**config.mk**
```make
export PLATFORM = sky130hd
export DESIGN_NAME = unsorted_max_priority_queue_flat
export DESIGN_NICKNAME = d
export VERILOG_FILES = /design/src/hw/rtl/umpq_pkg.sv /design/src/hw/rtl/umpq_req_if.sv /design/src/hw/rtl/umpq_rsp_if.sv /design/src/hw/rtl/umpq_ctrl.sv /design/src/hw/rtl/umpq_dpath.sv /design/src/hw/rtl/unsorted_max_priority_queue.sv /design/src/flat_wrapper.sv
export SDC_FILE = /design/constraint.sdc
export NUM_CORES = 1
export LEC_CHECK = 0
export BUFFER_PORTS_ARGS = -buffer_cell sky130_fd_sc_hd__buf_4
export CAP_MARGIN = 20
export CELL_PAD_IN_SITES_DETAIL_PLACEMENT = 0
export CELL_PAD_IN_SITES_GLOBAL_PLACEMENT = 2
export CORE_MARGIN = 2
export CORE_UTILIZATION = 43
export CTS_CLUSTER_SIZE = 30
export DETAILED_ROUTE_END_ITERATION = 16
export PLACE_DENSITY_LB_ADDON = 0.1
export SYNTH_ARGS = -nofsm -noshare
export SYNTH_HDL_FRONTEND = slang
export SYNTH_HIERARCHICAL = 1
export SYNTH_SLANG_ARGS = --single-unit
```
**constraint.sdc**
```tcl
create_clock -name clk_i -period 7.8 [get_ports clk_i]
set_clock_uncertainty 0.15 [all_clocks]
set_input_delay 1.56 -clock clk_i [delete_from_list [all_inputs] [get_ports clk_i]]
set_output_delay 1.56 -clock clk_i [all_outputs]
set_load 0.01 [all_outputs]
```
**src/hw/rtl/umpq_pkg.sv**
```systemverilog
package umpq_pkg;

  localparam int unsigned CAPACITY = 16;
  localparam int unsigned DATA_W   = 32;
  localparam int unsigned IDX_W    = $clog2(CAPACITY);
  localparam int unsigned CNT_W    = $clog2(CAPACITY + 1);
  localparam int unsigned OCC_W    = 5;
  localparam int unsigned OP_W     = 2;
  localparam int unsigned STS_W    = 2;

  typedef enum logic [OP_W-1:0] {
    OP_PUSH_FRONT = 2'd0,
    OP_PUSH_BACK  = 2'd1,
    OP_EXTRACT    = 2'd2
  } op_e;

  typedef enum logic [STS_W-1:0] {
    ST_OK    = 2'd0,
    ST_EMPTY = 2'd1,
    ST_FULL  = 2'd2
  } status_e;

  // controller -> datapath
  typedef struct packed {
    logic load;       // capture request beat
    logic scan_init;  // start max search at entry 0
    logic scan_step;  // compare one entry
    logic commit;     // update list, load result
  } cmd_t;

  // datapath -> controller
  typedef struct packed {
    logic is_extract;
    logic empty;
    logic one_left;
    logic scan_last;
  } stat_t;

endpackage

```
**src/hw/rtl/umpq_req_if.sv**
```systemverilog
interface umpq_req_if;
  import umpq_pkg::*;

  logic                     valid;
  logic                     ready;
  logic [OP_W-1:0]          opcode;
  logic signed [DATA_W-1:0] value;

  modport source (output valid, output opcode, output value, input ready);
  modport sink   (input valid, input opcode, input value, output ready);
endinterface

```
**src/hw/rtl/umpq_rsp_if.sv**
```systemverilog
interface umpq_rsp_if;
  import umpq_pkg::*;

  logic                     valid;
  logic                     ready;
  logic signed [DATA_W-1:0] extracted;
  logic [STS_W-1:0]         status;
  logic [OCC_W-1:0]         occupancy;

  modport source (output valid, output extracted, output status, output occupancy,
                  input ready);
  modport sink   (input valid, input extracted, input status, input occupancy,
                  output ready);
endinterface

```
**src/hw/rtl/umpq_ctrl.sv**
```systemverilog
module umpq_ctrl
  import umpq_pkg::*;
(
  input  logic  clk_i,
  input  logic  rst_ni,
  input  logic  in_valid_i,
  output logic  in_ready_o,
  output logic  out_valid_o,
  input  logic  out_ready_i,
  input  stat_t stat_i,
  output cmd_t  cmd_o
);

  typedef enum logic [3:0] {
    S_IDLE = 4'b0001,
    S_EXEC = 4'b0010,
    S_SCAN = 4'b0100,
    S_FIN  = 4'b1000
  } state_e;

  state_e state_q, state_d;
  logic   out_valid_q, out_valid_d;
  logic   slot_free;

  assign slot_free   = !out_valid_q || out_ready_i;
  assign in_ready_o  = (state_q == S_IDLE);
  assign out_valid_o = out_valid_q;

  always_comb begin
    state_d = state_q;
    cmd_o   = '0;
    case (state_q)
      S_IDLE: begin
        if (in_valid_i) begin
          cmd_o.load = 1'b1;
          state_d    = S_EXEC;
        end
      end
      S_EXEC: begin
        if (stat_i.is_extract && !stat_i.empty) begin
          cmd_o.scan_init = 1'b1;
          state_d         = stat_i.one_left ? S_FIN : S_SCAN;
        end else if (slot_free) begin
          cmd_o.commit = 1'b1;
          state_d      = S_IDLE;
        end
      end
      S_SCAN: begin
        cmd_o.scan_step = 1'b1;
        if (stat_i.scan_last) state_d = S_FIN;
      end
      S_FIN: begin
        if (slot_free) begin
          cmd_o.commit = 1'b1;
          state_d      = S_IDLE;
        end
      end
      default: state_d = S_IDLE;
    endcase
  end

  always_comb begin
    out_valid_d = out_valid_q;
    if (cmd_o.commit)     out_valid_d = 1'b1;
    else if (out_ready_i) out_valid_d = 1'b0;
  end

  always_ff @(posedge clk_i or negedge rst_ni) begin
    if (!rst_ni) begin
      state_q     <= S_IDLE;
      out_valid_q <= 1'b0;
    end else begin
      state_q     <= state_d;
      out_valid_q <= out_valid_d;
    end
  end

  // a result never overwrites one still waiting
  a_commit_slot: assert property (@(posedge clk_i) disable iff (!rst_ni)
    cmd_o.commit |-> (!out_valid_q || out_ready_i))
    else $error("commit while result beat pending");

  // every commit shows up as a result beat next cycle
  a_commit_valid: assert property (@(posedge clk_i) disable iff (!rst_ni)
    cmd_o.commit |=> out_valid_q)
    else $error("commit without result valid");

  // scanning only happens for a non-empty extract
  a_scan_extract: assert property (@(posedge clk_i) disable iff (!rst_ni)
    (cmd_o.scan_init || cmd_o.scan_step) |-> (stat_i.is_extract && !stat_i.empty))
    else $error("max search outside extract");

  // no new request beat while one is in progress
  a_load_idle: assert property (@(posedge clk_i) disable iff (!rst_ni)
    cmd_o.load |=> !in_ready_o)
    else $error("request accepted while busy");

endmodule

```
**src/hw/rtl/umpq_dpath.sv**
```systemverilog
module umpq_dpath
  import umpq_pkg::*;
(
  input  logic                     clk_i,
  input  logic                     rst_ni,
  input  cmd_t                     cmd_i,
  output stat_t                    stat_o,
  input  logic [OP_W-1:0]          opcode_i,
  input  logic signed [DATA_W-1:0] value_i,
  output logic signed [DATA_W-1:0] extracted_o,
  output logic [STS_W-1:0]         status_o,
  output logic [OCC_W-1:0]         occupancy_o
);

  logic signed [DATA_W-1:0] entries_q [CAPACITY];
  logic [CNT_W-1:0]         count_q;
  logic [OP_W-1:0]          op_q;
  logic signed [DATA_W-1:0] value_q;
  logic [IDX_W-1:0]         idx_q;
  logic [IDX_W-1:0]         best_idx_q;
  logic signed [DATA_W-1:0] best_val_q;
  logic signed [DATA_W-1:0] extracted_q;
  logic [STS_W-1:0]         status_q;

  logic                     is_push;
  logic                     full;
  logic signed [DATA_W-1:0] scan_val;
  logic [CNT_W-1:0]         last_pos;

  assign is_push  = (op_q == OP_PUSH_FRONT) || (op_q == OP_PUSH_BACK);
  assign full     = (count_q >= CNT_W'(CAPACITY));
  assign scan_val = entries_q[idx_q];
  assign last_pos = count_q - CNT_W'(1);

  assign stat_o.is_extract = (op_q == OP_EXTRACT);
  assign stat_o.empty      = (count_q == '0);
  assign stat_o.one_left   = (count_q == CNT_W'(1));
  assign stat_o.scan_last  = (CNT_W'(idx_q) == last_pos);

  assign extracted_o = extracted_q;
  assign status_o    = status_q;
  assign occupancy_o = OCC_W'(count_q);

  // request capture and max search
  always_ff @(posedge clk_i) begin
    if (cmd_i.load) begin
      op_q    <= opcode_i;
      value_q <= value_i;
    end
    if (cmd_i.scan_init) begin
      idx_q      <= IDX_W'(1);
      best_idx_q <= '0;
      best_val_q <= entries_q[0];
    end else if (cmd_i.scan_step) begin
      idx_q <= idx_q + IDX_W'(1);
      // ties go to the later entry
      if (scan_val >= best_val_q) begin
        best_idx_q <= idx_q;
        best_val_q <= scan_val;
      end
    end
  end

  // list update and result
  always_ff @(posedge clk_i) begin
    if (cmd_i.commit) begin
      extracted_q <= '0;
      status_q    <= ST_OK;
      if (is_push) begin
        if (full) begin
          status_q <= ST_FULL;
        end else if (op_q == OP_PUSH_FRONT) begin
          for (int i = 1; i < CAPACITY; i++) entries_q[i] <= entries_q[i-1];
          entries_q[0] <= value_q;
        end else begin
          entries_q[count_q[IDX_W-1:0]] <= value_q;
        end
      end else if (op_q == OP_EXTRACT) begin
        if (count_q == '0) begin
          status_q <= ST_EMPTY;
        end else begin
          extracted_q <= best_val_q;
          for (int i = 0; i < CAPACITY - 1; i++) begin
            if (IDX_W'(i) >= best_idx_q) entries_q[i] <= entries_q[i+1];
          end
        end
      end
    end
  end

  always_ff @(posedge clk_i or negedge rst_ni) begin
    if (!rst_ni) begin
      count_q <= '0;
    end else if (cmd_i.commit) begin
      if (is_push && !full)                               count_q <= count_q + CNT_W'(1);
      else if ((op_q == OP_EXTRACT) && (count_q != '0))   count_q <= count_q - CNT_W'(1);
    end
  end

  a_count_max: assert property (@(posedge clk_i) disable iff (!rst_ni)
    count_q <= CNT_W'(CAPACITY))
    else $error("entry count beyond capacity");

  a_scan_range: assert property (@(posedge clk_i) disable iff (!rst_ni)
    cmd_i.scan_step |-> (CNT_W'(idx_q) < count_q))
    else $error("max search past last entry");

  a_best_range: assert property (@(posedge clk_i) disable iff (!rst_ni)
    (cmd_i.commit && stat_o.is_extract && !stat_o.empty) |-> (CNT_W'(best_idx_q) < count_q))
    else $error("removed entry past last entry");

endmodule

```
**src/hw/rtl/unsorted_max_priority_queue.sv**
```systemverilog
// Unsorted max priority queue: an ordered list of up to CAPACITY signed
// 32-bit values. Extract removes the maximum; among equal maxima the one
// latest in list order goes, and the entries behind it move up one place.
//
// Request channel (req, valid/ready): opcode push front, push back or
// extract max, plus the value to push. Response channel (rsp): one beat
// per request with the extracted value (zero unless an extract succeeded),
// a status (ok, extract on empty, push on full dropped) and the number of
// entries held afterwards.
//
// Timing: one request at a time. A push, an extract on an empty list or an
// unused opcode goes from acceptance through the execute state to its
// registered response beat; an extract on a non-empty list also runs the max
// search, which compares one stored entry per cycle, before the result is
// committed. The next request is taken as soon as the previous result is
// registered, so at most one request is in flight behind a pending response.
//
// Reset clears the entry count and the response valid; stored entries are
// not cleared. If the receiver stalls, the response beat holds and the
// next result waits in the datapath until it is taken.
module unsorted_max_priority_queue
  import umpq_pkg::*;
(
  input  logic       clk_i,
  input  logic       rst_ni,
  umpq_req_if.sink   req,
  umpq_rsp_if.source rsp
);

  cmd_t  cmd;
  stat_t stat;

  umpq_ctrl u_ctrl (
    .clk_i       (clk_i),
    .rst_ni      (rst_ni),
    .in_valid_i  (req.valid),
    .in_ready_o  (req.ready),
    .out_valid_o (rsp.valid),
    .out_ready_i (rsp.ready),
    .stat_i      (stat),
    .cmd_o       (cmd)
  );

  umpq_dpath u_dpath (
    .clk_i       (clk_i),
    .rst_ni      (rst_ni),
    .cmd_i       (cmd),
    .stat_o      (stat),
    .opcode_i    (req.opcode),
    .value_i     (req.value),
    .extracted_o (rsp.extracted),
    .status_o    (rsp.status),
    .occupancy_o (rsp.occupancy)
  );

endmodule

```
**src/flat_wrapper.sv**
```systemverilog
// flat-port wrapper written by rule: the top's interface ports become plain ports
module unsorted_max_priority_queue_flat import umpq_pkg::*;
  (clk_i, rst_ni, req_valid, req_opcode, req_value, req_ready, rsp_valid, rsp_extracted, rsp_status, rsp_occupancy, rsp_ready);
  umpq_req_if req_i ();
  umpq_rsp_if rsp_i ();
  input  logic clk_i;
  input  logic rst_ni;
  input wire logic [$bits(req_i.valid)-1:0] req_valid;
  input wire logic [$bits(req_i.opcode)-1:0] req_opcode;
  input wire logic [$bits(req_i.value)-1:0] req_value;
  output wire logic [$bits(req_i.ready)-1:0] req_ready;
  output wire logic [$bits(rsp_i.valid)-1:0] rsp_valid;
  output wire logic [$bits(rsp_i.extracted)-1:0] rsp_extracted;
  output wire logic [$bits(rsp_i.status)-1:0] rsp_status;
  output wire logic [$bits(rsp_i.occupancy)-1:0] rsp_occupancy;
  input wire logic [$bits(rsp_i.ready)-1:0] rsp_ready;
  assign req_i.valid = req_valid;
  assign req_i.opcode = req_opcode;
  assign req_i.value = req_value;
  assign req_ready = req_i.ready;
  assign rsp_valid = rsp_i.valid;
  assign rsp_extracted = rsp_i.extracted;
  assign rsp_status = rsp_i.status;
  assign rsp_occupancy = rsp_i.occupancy;
  assign rsp_i.ready = rsp_ready;
  unsorted_max_priority_queue u_core (.clk_i(clk_i), .rst_ni(rst_ni), .req(req_i), .rsp(rsp_i));
endmodule
```
**Yosys cells after proc, flatten, opt, wreduce, memory -nomap -nowiden**

Memory sizes are Yosys's and may differ from the RTL's. A register that Yosys moved wholly into a read port is not among the register bits.
Index checks and enable logic that the tools add are counted.

- Memory bits (read-only): 0
- Latch bits: 0
- Word-level logic and storage cells: 223
- Bits of input ports: 38
- Output and inout bits: 41
- Bits in writable memories: 512
- Memories kept: 1
- Flip-flop bits (word level): 118

- Multiplexer cells: 145
- $lt $le $gt $ge: 17
- Add/subtract/negate cells: 3
- Eq/ne operators: 10
- Multipliers: 0
- Reductions and logical operators: 21
- Div/mod/pow operators: 0
- Bitwise logic cells: 16
- Shift-type cells: 0

Memory list:

| name | depth | width | rd ports | clocked after memory_dff | wr ports | RTL line | source |
|---|---|---|---|---|---|---|---|
| u_core.u_dpath.entries_q | 16 | 32 | 17 | 1 | 16 | umpq_dpath.sv:15 | `logic signed [DATA_W-1:0] entries_q [CAPACITY];` |

Operators by type and width:

| cell | count |
|---|---|
| 2-to-1 mux 32 bit | 19 |
| 2-to-1 mux 1 bit | 112 |
| greater-or-equal comparator 32 bit | 1 |
| 2-to-1 mux 4 bit | 8 |
| OR reduction 32 bit | 1 |
| greater-or-equal comparator 4 bit (first input constant) | 7 |
| greater-or-equal comparator 3 x 4 -> 1 bit (first input constant) | 4 |
| one-hot mux 4 bit (4 select lines) | 1 |
| OR 1 bit | 15 |
| 2-to-1 mux 5 bit | 2 |
| greater-or-equal comparator 1 x 4 -> 1 bit (first input constant) | 2 |
| greater-or-equal comparator 2 x 4 -> 1 bit (first input constant) | 2 |
| AND reduction 2 bit | 4 |
| nonzero test 2 bit | 4 |
| adder 5 x 1 -> 5 bit (second input constant) | 1 |
| == test 4 x 5 -> 1 bit | 1 |
| == test 5 x 1 -> 1 bit (second input constant) | 1 |
| greater-or-equal comparator 5 bit (second input constant) | 1 |
| zero test 5 bit | 1 |
| nonzero test 5 bit | 1 |
| subtractor 5 x 1 -> 5 bit (second input constant) | 1 |
| adder 4 x 1 -> 4 bit (second input constant) | 1 |
| == test 4 x 1 -> 1 bit (second input constant) | 1 |
| == test 4 x 2 -> 1 bit (second input constant) | 1 |
| other kinds (14) | 20 |

**Depth between registers and ports, before layout**

Gate-level depths: netlist of run 1.

- Depth in word-level cells: 9
- Gate-level depth with buffers: 20
- Gate-level depth less buffers: 14

**Hierarchy**

The synthesis of run 1 kept the hierarchy.

By module, submodules not included:

| module | area each (um^2) | cells each | instances | sequential area each (um^2) |
|---|---|---|---|---|
| umpq_dpath | 34673.3 | 3086 | 1 | 18743.0 |
| umpq_ctrl | 377.9 | 40 | 1 | 126.4 |

**Worst setup path after synthesis of run 1**

Ideal clock, no wire load.

- Path type: reg-to-reg
- Start: register u_core.u_dpath.count_q[0] (netlist: u_core/u_dpath/occupancy_o[0])
- End: memory u_core.u_dpath.entries_q[0][0], enable pin
- Library setup time: 0.533 ns
- Arrival time: 6.439 ns
- Required time: 7.117 ns
- Stages on the path, launching flop included: 17
- Buffers on the path: 4
- Period minus slack after synthesis: 7.122 ns
- Setup slack: 0.678 ns
- Path through: dfrtp_1 inv_1 ha_1 buf_6 nor3b_4 nand2b_4 inv_2 nor2b_1 nor3b_1 o21ai_0 nor2_1 buf_4 buf_2 and3_1 buf_2 nand2_1 o311ai_0

RTL lines:

| item | RTL line | source |
|---|---|---|
| start: declaration | umpq_dpath.sv:16 | `logic [CNT_W-1:0] count_q;` |
| start signal: assignment | umpq_dpath.sv:95 | `if (is_push && !full) count_q <= count_q + CNT_W'(1);` |
| start signal: assignment | umpq_dpath.sv:96 | `else if ((op_q == OP_EXTRACT) && (count_q != '0)) count_q <= count_q - CNT_W'(1);` |
| end: declaration | umpq_dpath.sv:15 |  |

==> results of run 1 <==
[flip-flops by register name, summed over array words and instances (netlist names), named ones only]
signal                      cells
u_core/u_dpath/best_val_q      32
u_core/u_dpath/entries_q      512
u_core/u_dpath/idx_q            4
u_core/u_dpath/op_q             2
u_core/u_ctrl/state_q           4
u_core/u_dpath/best_idx_q       4
u_core/u_dpath/occupancy_o      5
u_core/u_dpath/extracted_o     32
u_core/u_dpath/status_o         2
u_core/u_dpath/value_q         32
u_core/u_ctrl/out_valid_o       1
[power breakdown]
group          internal (mW)  switching, mW
logic                   1.56           1.82
registers               4.24          0.584
clock network           2.05           1.48
[Yosys cell counts (2+ instances only)]
library cell,number,area share [%]
edfxtp_1,612,52
buf_1,44,0.47
mux4_2,160,10
nand3_1,14,0.20
nor2_1,342,3.7
nor3_1,3,0.043
dfrtp_1,9,0.64
nor4b_2,2,0.086
mux2_2,65,2.1
a22oi_1,2,0.043
a211oi_1,2,0.043
buf_6,19,0.61
nand2_4,4,0.13
dfxtp_1,12,0.69
a221oi_1,3,0.075
nand2b_1,6,0.11
or4_1,2,0.043
o21ai_0,123,1.8
nand3b_1,3,0.064
xnor2_1,11,0.27
buf_2,44,0.63
buf_4,7,0.15
a22o_1,2,0.050
o211ai_1,6,0.13
a21oi_1,80,1.1
inv_1,44,0.47
nor4_1,3,0.054
nor2b_1,7,0.12
o21ai_1,50,0.71
ha_1,37,1.3
nand4_1,8,0.14
and2_1,6,0.11
nor2_2,2,0.036
clkbuf_1,152,1.6
mux2i_1,226,6.5
nand2_1,751,8.0
nand2b_4,2,0.079
and3_1,5,0.089
o21ai_4,2,0.093
o32ai_1,4,0.10
a31oi_1,227,4.1
[metrics by stage]
step	instances	total power, mW	area [sq um]	util [%]
after CTS	4201	11.8	38800	48.1
after detailed placement	4061	8.26	36400	45.1
after global placement	4061	8.21	36400	45.1
after global routing	4202	12.2	38800	48.1
after floorplan	3126	7.02	35100	-
final	4202	11.7	38800	48.1
[layout make-up]
cell class	instances	area (sq um)
clock buffers	98	2050
clock inverters	42	367
fillers	7204	41900
inverters	45	169
multi-input cells	2181	14900
flip-flops and latches	634	18900
well taps	1060	1330
repair buffers	142	1100
[kinds of logic (layout without fill, tap and decap cells)]
kind of cell             after synthesis  in the layout  synth area share [%]
AO/OA/AOI/OAI                        511            511                  8.47
AND/OR/NAND/NOR                     1171           1171                  13.3
buffers and inverters                311            327                  3.97
adder cells (fa/ha/maj)               37             37                  1.32
multiplexers                         451            451                  18.8
XOR/XNOR                              11             11                 0.275
flip-flops                           634            634                  53.8
[worst max-delay path, cell delays in order, from the launching register on]
cell      delay, ns
dfxtp_4        0.90
buf_4          0.37
mux4_2         0.54
mux4_2         0.55
ha_1           0.35
nand4_1        0.22
nor4_1         0.76
nand2_1        0.12
o211ai_1       0.21
o21a_1         0.27
or3_2          0.90
[path summary, 6_finish.rpt]
| path | startpoint | end | slack [ns] | cells after the start |
|---|---|---|---|---|
| max | flip-flop | u_core/u_dpath/best_val_q[18] | 2.02 | 10 |
| min | u_core/u_dpath/best_idx_q[0] | u_core/u_dpath/best_idx_q[0] | 0.39 | 2 |
| max reg2reg | flip-flop | u_core/u_dpath/best_val_q[18] | 2.02 | 10 |
| min reg2reg | u_core/u_dpath/best_idx_q[0] | u_core/u_dpath/best_idx_q[0] | 0.39 | 2 |
| max in group asynchronous | rst_ni | u_core/u_ctrl/state_q[0] | 6.66 | 1 |
| min in group asynchronous | rst_ni | u_core/u_dpath/occupancy_o[2] | 0.61 | 1 |
[layer usage]
metal  share of wire (%)  wire length (um)
met5               0.011                13
met4                 2.8              3350
met3                 7.1              8680
met2                  48             58500
met1                  42             51000
==> impl_metrics.ini, run 1 <==
[outcome]
status = finished clean

[timing]
hold_viol_final = 0
timing.final.crit_share_pct = 74.1
fmax_ghz = 0.173
hold_ws_ns = 0.394
finalSetupViolCount = 0
final.min_clock_period_ns = 5.78
finalSetupTns_ns = 0
maxSlewViolCount = 0
max-slew-margin-rel_pct = 24.3
finalWorstSetupSlack_ns = 2.02
rsz0062_at_grt = no
worstMarginPinSlew_ns = 1.14

[logic_synthesis]
yosysSeqAreaShare_pct = 53.8
synth_area_sq_um = 35100
yosysWarnings = 6
ys_types = 64
syn-num-nets = 3201
synth_ff_type = edfxtp_1
syn_inst = 3126
syn_area_per_cell_sq_um = 11.2
synth_edf_count = 612
ys_ff_latch = 634
async_flop_share_pct = 1.58

[global_routing]
grt-busiest-layer = met2
grt_max_degree = 90
grt_use_met3_pct = 3.49
gr-usage-met1_pct = 40.3
grt_pass1_wl_um = 176000
grt_pass1_vias = 25077
grt.overflow.total = 0
grt.total_usage_pct = 29.0
grt_antenna_before_repair = 3
grtUsageMet2_pct = 48.0

[placement]
place_hpwl_um = 71400
gp_congestion = 0.843
numPortBuffers = 78
post-place-ws_ns = 1.99

[die]
initial_utilization_pct = 43.4
dieArea_sq_um = 83800
core_area_sq_um = 80700
placementRows = 104
dieWidth_um = 290
die_y_um = 290
ios = 79

[power_and_ir_drop]
p_leak_nw = 14.9
powerDensity_nw_per_um2 = 302
irDropWorstVdd_uv = 225

[clocking]
holdBufCountCts = 0
h-tree-depth = 3
cts_buffer_depth = 3
cts_setup_buffers = 0
cts_resized = 0
clkTransAtPathRegs_ns = 0.06
clk_latency_ns = 0.63
cts_buffers = 76
cts_tree = yes
root_buffer = clkbuf_16
cts.sinks = 634

[critical_path]
cp.required_ns = 7.88
worst_setup_path_end_kind = flip-flop
worstPathArrival_ns = 5.86
critical_path_class = reg -> reg
startpoint_type = flip-flop
cp_max_fo = 35

[routing]
wl_per_cell_um = 28.9
drt-initial-drc-count = 2840
vias = 25878
drc = 0
ant_nets = 0
drt-total-wl_um = 121000
drtPass1Iterations = 6
avgViaCountPerCell = 6.16

[cells_and_area]
nets = 3155
final_cell_mix = nand2_1, edfxtp_1, nor2_1
layout-drive-gt1-share_pct = 16.8
layout_commonest_cell = nand2_1
antennaDiodeCount = 0
syn_to_final_growth_pct = 10.8

[run]
drv_cap = 0

[min_path]
hold_class = reg -> reg
Note: power is estimated with default switching activity, not from simulation.
==> inputs of run 2 (changes only) <==
==> constraint.sdc (replaced) <==
create_clock -name clk_i -period 5.8 [get_ports clk_i]
set_clock_uncertainty 0.15 [all_clocks]
set_input_delay 1.16 -clock clk_i [delete_from_list [all_inputs] [get_ports clk_i]]
set_output_delay 1.16 -clock clk_i [all_outputs]
set_load 0.01 [all_outputs]
==> run 2 against run 1 <==
Count of clock-buffer cells in the layout rose by 9. Via count increased by 0.16%. Utilization increased by 0.19 points. Critical path depth increased by 1. Cell count increased by 0.50%. Sequential share of layout area fell by 0.19 points. Power up 34%. Non-clock buffer count increased by 22. First-iteration DRC count grew 3.8%. Clock power increased by 30%. Critical path type unchanged. Largest power group unchanged.
==> impl_metrics.ini, run 2 (synthesis results as in run 1) <==
[critical_path]
startpoint_type = flip-flop
cp_top_family = simple AND/OR/NAND/NOR gates
cp.required_ns = 5.91
cp_max_fo = 23
cp_slowest_cell = dfxtp_4
crit_chain = buf_4 > mux4_2 > mux4_2 > ha_1 > nand4_1 > nor4_1 > nand2_1 > o211ai_1 > o21a_1 > or3_2 > buf_4
worst_setup_path_end_kind = flip-flop
worst-path-buf-inv = 2
max_stage_delay_ns = 0.76
crit_cells = 11
worstPathArrival_ns = 5.21
r2r_cells = 11
critical_path_class = reg -> reg

[timing]
finalSetupViolCount = 0
rsz0062_at_grt = no
maxSlewViolCount = 0
worstMarginPinSlew_ns = 1.15
finalSetupTns_ns = 0
hold_ws_ns = 0.220
hold_viol_final = 0
final.min_clock_period_ns = 5.09
fmax_ghz = 0.196
timing.final.crit_share_pct = 87.8
max-slew-margin-rel_pct = 23.7

[clocking]
cts_setup_buffers = 0
root_buffer = clkbuf_16
h-tree-depth = 3
cts_buffer_depth = 3
cts.sinks = 634
cts_tree = yes
clk_latency_ns = 0.62
clkTransAtPathRegs_ns = 0.06
cts_buffers = 78
holdBufCountCts = 0
cts_resized = 0

[die]
die_y_um = 290
dieWidth_um = 290
dieArea_sq_um = 83800
placementRows = 104
core_area_sq_um = 80700
ios = 79
initial_utilization_pct = 43.4

[global_routing]
grt_max_degree = 99
grt_pass1_vias = 25075
grt_pass1_wl_um = 180000
grt_antenna_before_repair = 1
grt.total_usage_pct = 29.7
grt.overflow.total = 0

[power_and_ir_drop]
p_sw_share_pct = 33.3
pwr-share-seq_pct = 40.5
p_leak_nw = 15.0
irDropWorstVdd_uv = 240
powerDensity_nw_per_um2 = 404
internal_power_mw = 10.5
clkPwrFrac_pct = 29.2
p_comb_share_pct = 30.3
switchingPower_mw = 5.24

[routing]
drt-total-wl_um = 125000
avgViaCountPerCell = 6.14
wl_per_cell_um = 29.5
ant_nets = 0
drc = 0
drt-initial-drc-count = 2948
drtPass1Iterations = 8
vias = 25919

[placement]
place_inst = 4084
gp_congestion = 0.824
place_area_sq_um = 36700
place_hpwl_um = 72400
numPortBuffers = 78

[outcome]
status = finished clean

[min_path]
hold_class = in -> async

[cells_and_area]
syn_to_final_growth_pct = 11.2
design_area_sq_um = 39000
antennaDiodeCount = 0
final_cells = 4223
largest_reg_flops = 512
nets = 3179
regMostFlops = u_core/u_dpath/entries_q
num-fill-cells = 7233
layout_commonest_cell = nand2_1
final_cell_mix = nand2_1, edfxtp_1, nor2_1
layout-drive-gt1-share_pct = 17.1

[run]
drv_cap = 0
[run 2: changes by cell type in the layout (fill, tap and decap cells not counted), sizes merged]
cell,before,now
buf,142,164
clkbuf,98,107
bufinv,6,2
clkinv,34,30
inv,47,45
[run 2: path summary, 6_finish.rpt]
check                                          start                             to  slack, ns
setup reg to reg                           flip-flop  u_core/u_dpath/best_val_q[16]       0.71
max in group asynchronous                     rst_ni       u_core/u_ctrl/state_q[0]       5.05
setup / recovery                           flip-flop  u_core/u_dpath/best_val_q[16]       0.71
min in group clk_i         u_core/u_ctrl/out_valid_o      u_core/u_ctrl/out_valid_o       0.42
hold reg to reg            u_core/u_ctrl/out_valid_o      u_core/u_ctrl/out_valid_o       0.42
hold / removal                                rst_ni  u_core/u_dpath/occupancy_o[3]       0.22
[run 2: area by class of cell]
cell class | instances | area [sq um] | area share (%)
clock buffer | 107 | 2120 | 5.45
inverter | 45 | 169 | 0.433
multi-input combinational | 2181 | 14900 | 38.4
sequential | 634 | 18900 | 48.4
clock inverter | 32 | 184 | 0.472
timing repair buffer | 164 | 1340 | 3.45
tap | 1060 | 1330 | 3.40
[run 2: metrics by stage]
step                      util, %  total power [mW]  setup WS (ns)
after detailed placement     45.4              11.2          0.737
final                        48.3              15.7          0.705
after global placement       45.4              11.1          0.858
after CTS                    48.3              15.8          0.736
after global routing         48.3              16.4          0.541
after floorplan                 -              9.43         0.0248
[run 2: power groups by stage]
stage / clock network, mW / logic [mW] / registers (mW)
finish: 4.59 / 4.76 / 6.38
global placement: 0 / 4.66 / 6.45
CTS: 4.67 / 4.75 / 6.37
detailed placement: 0 / 4.73 / 6.45
floorplan: 0 / 3.41 / 6.03
global route: 4.84 / 5.08 / 6.43
[run 2: metal layers]
layer | wire length (um) | global-route usage, %
met3 | 9040 | 4.21
met4 | 3770 | 8.53
met2 | 58900 | 48.4
met5 | 0 | 0
met1 | 53000 | 41.4
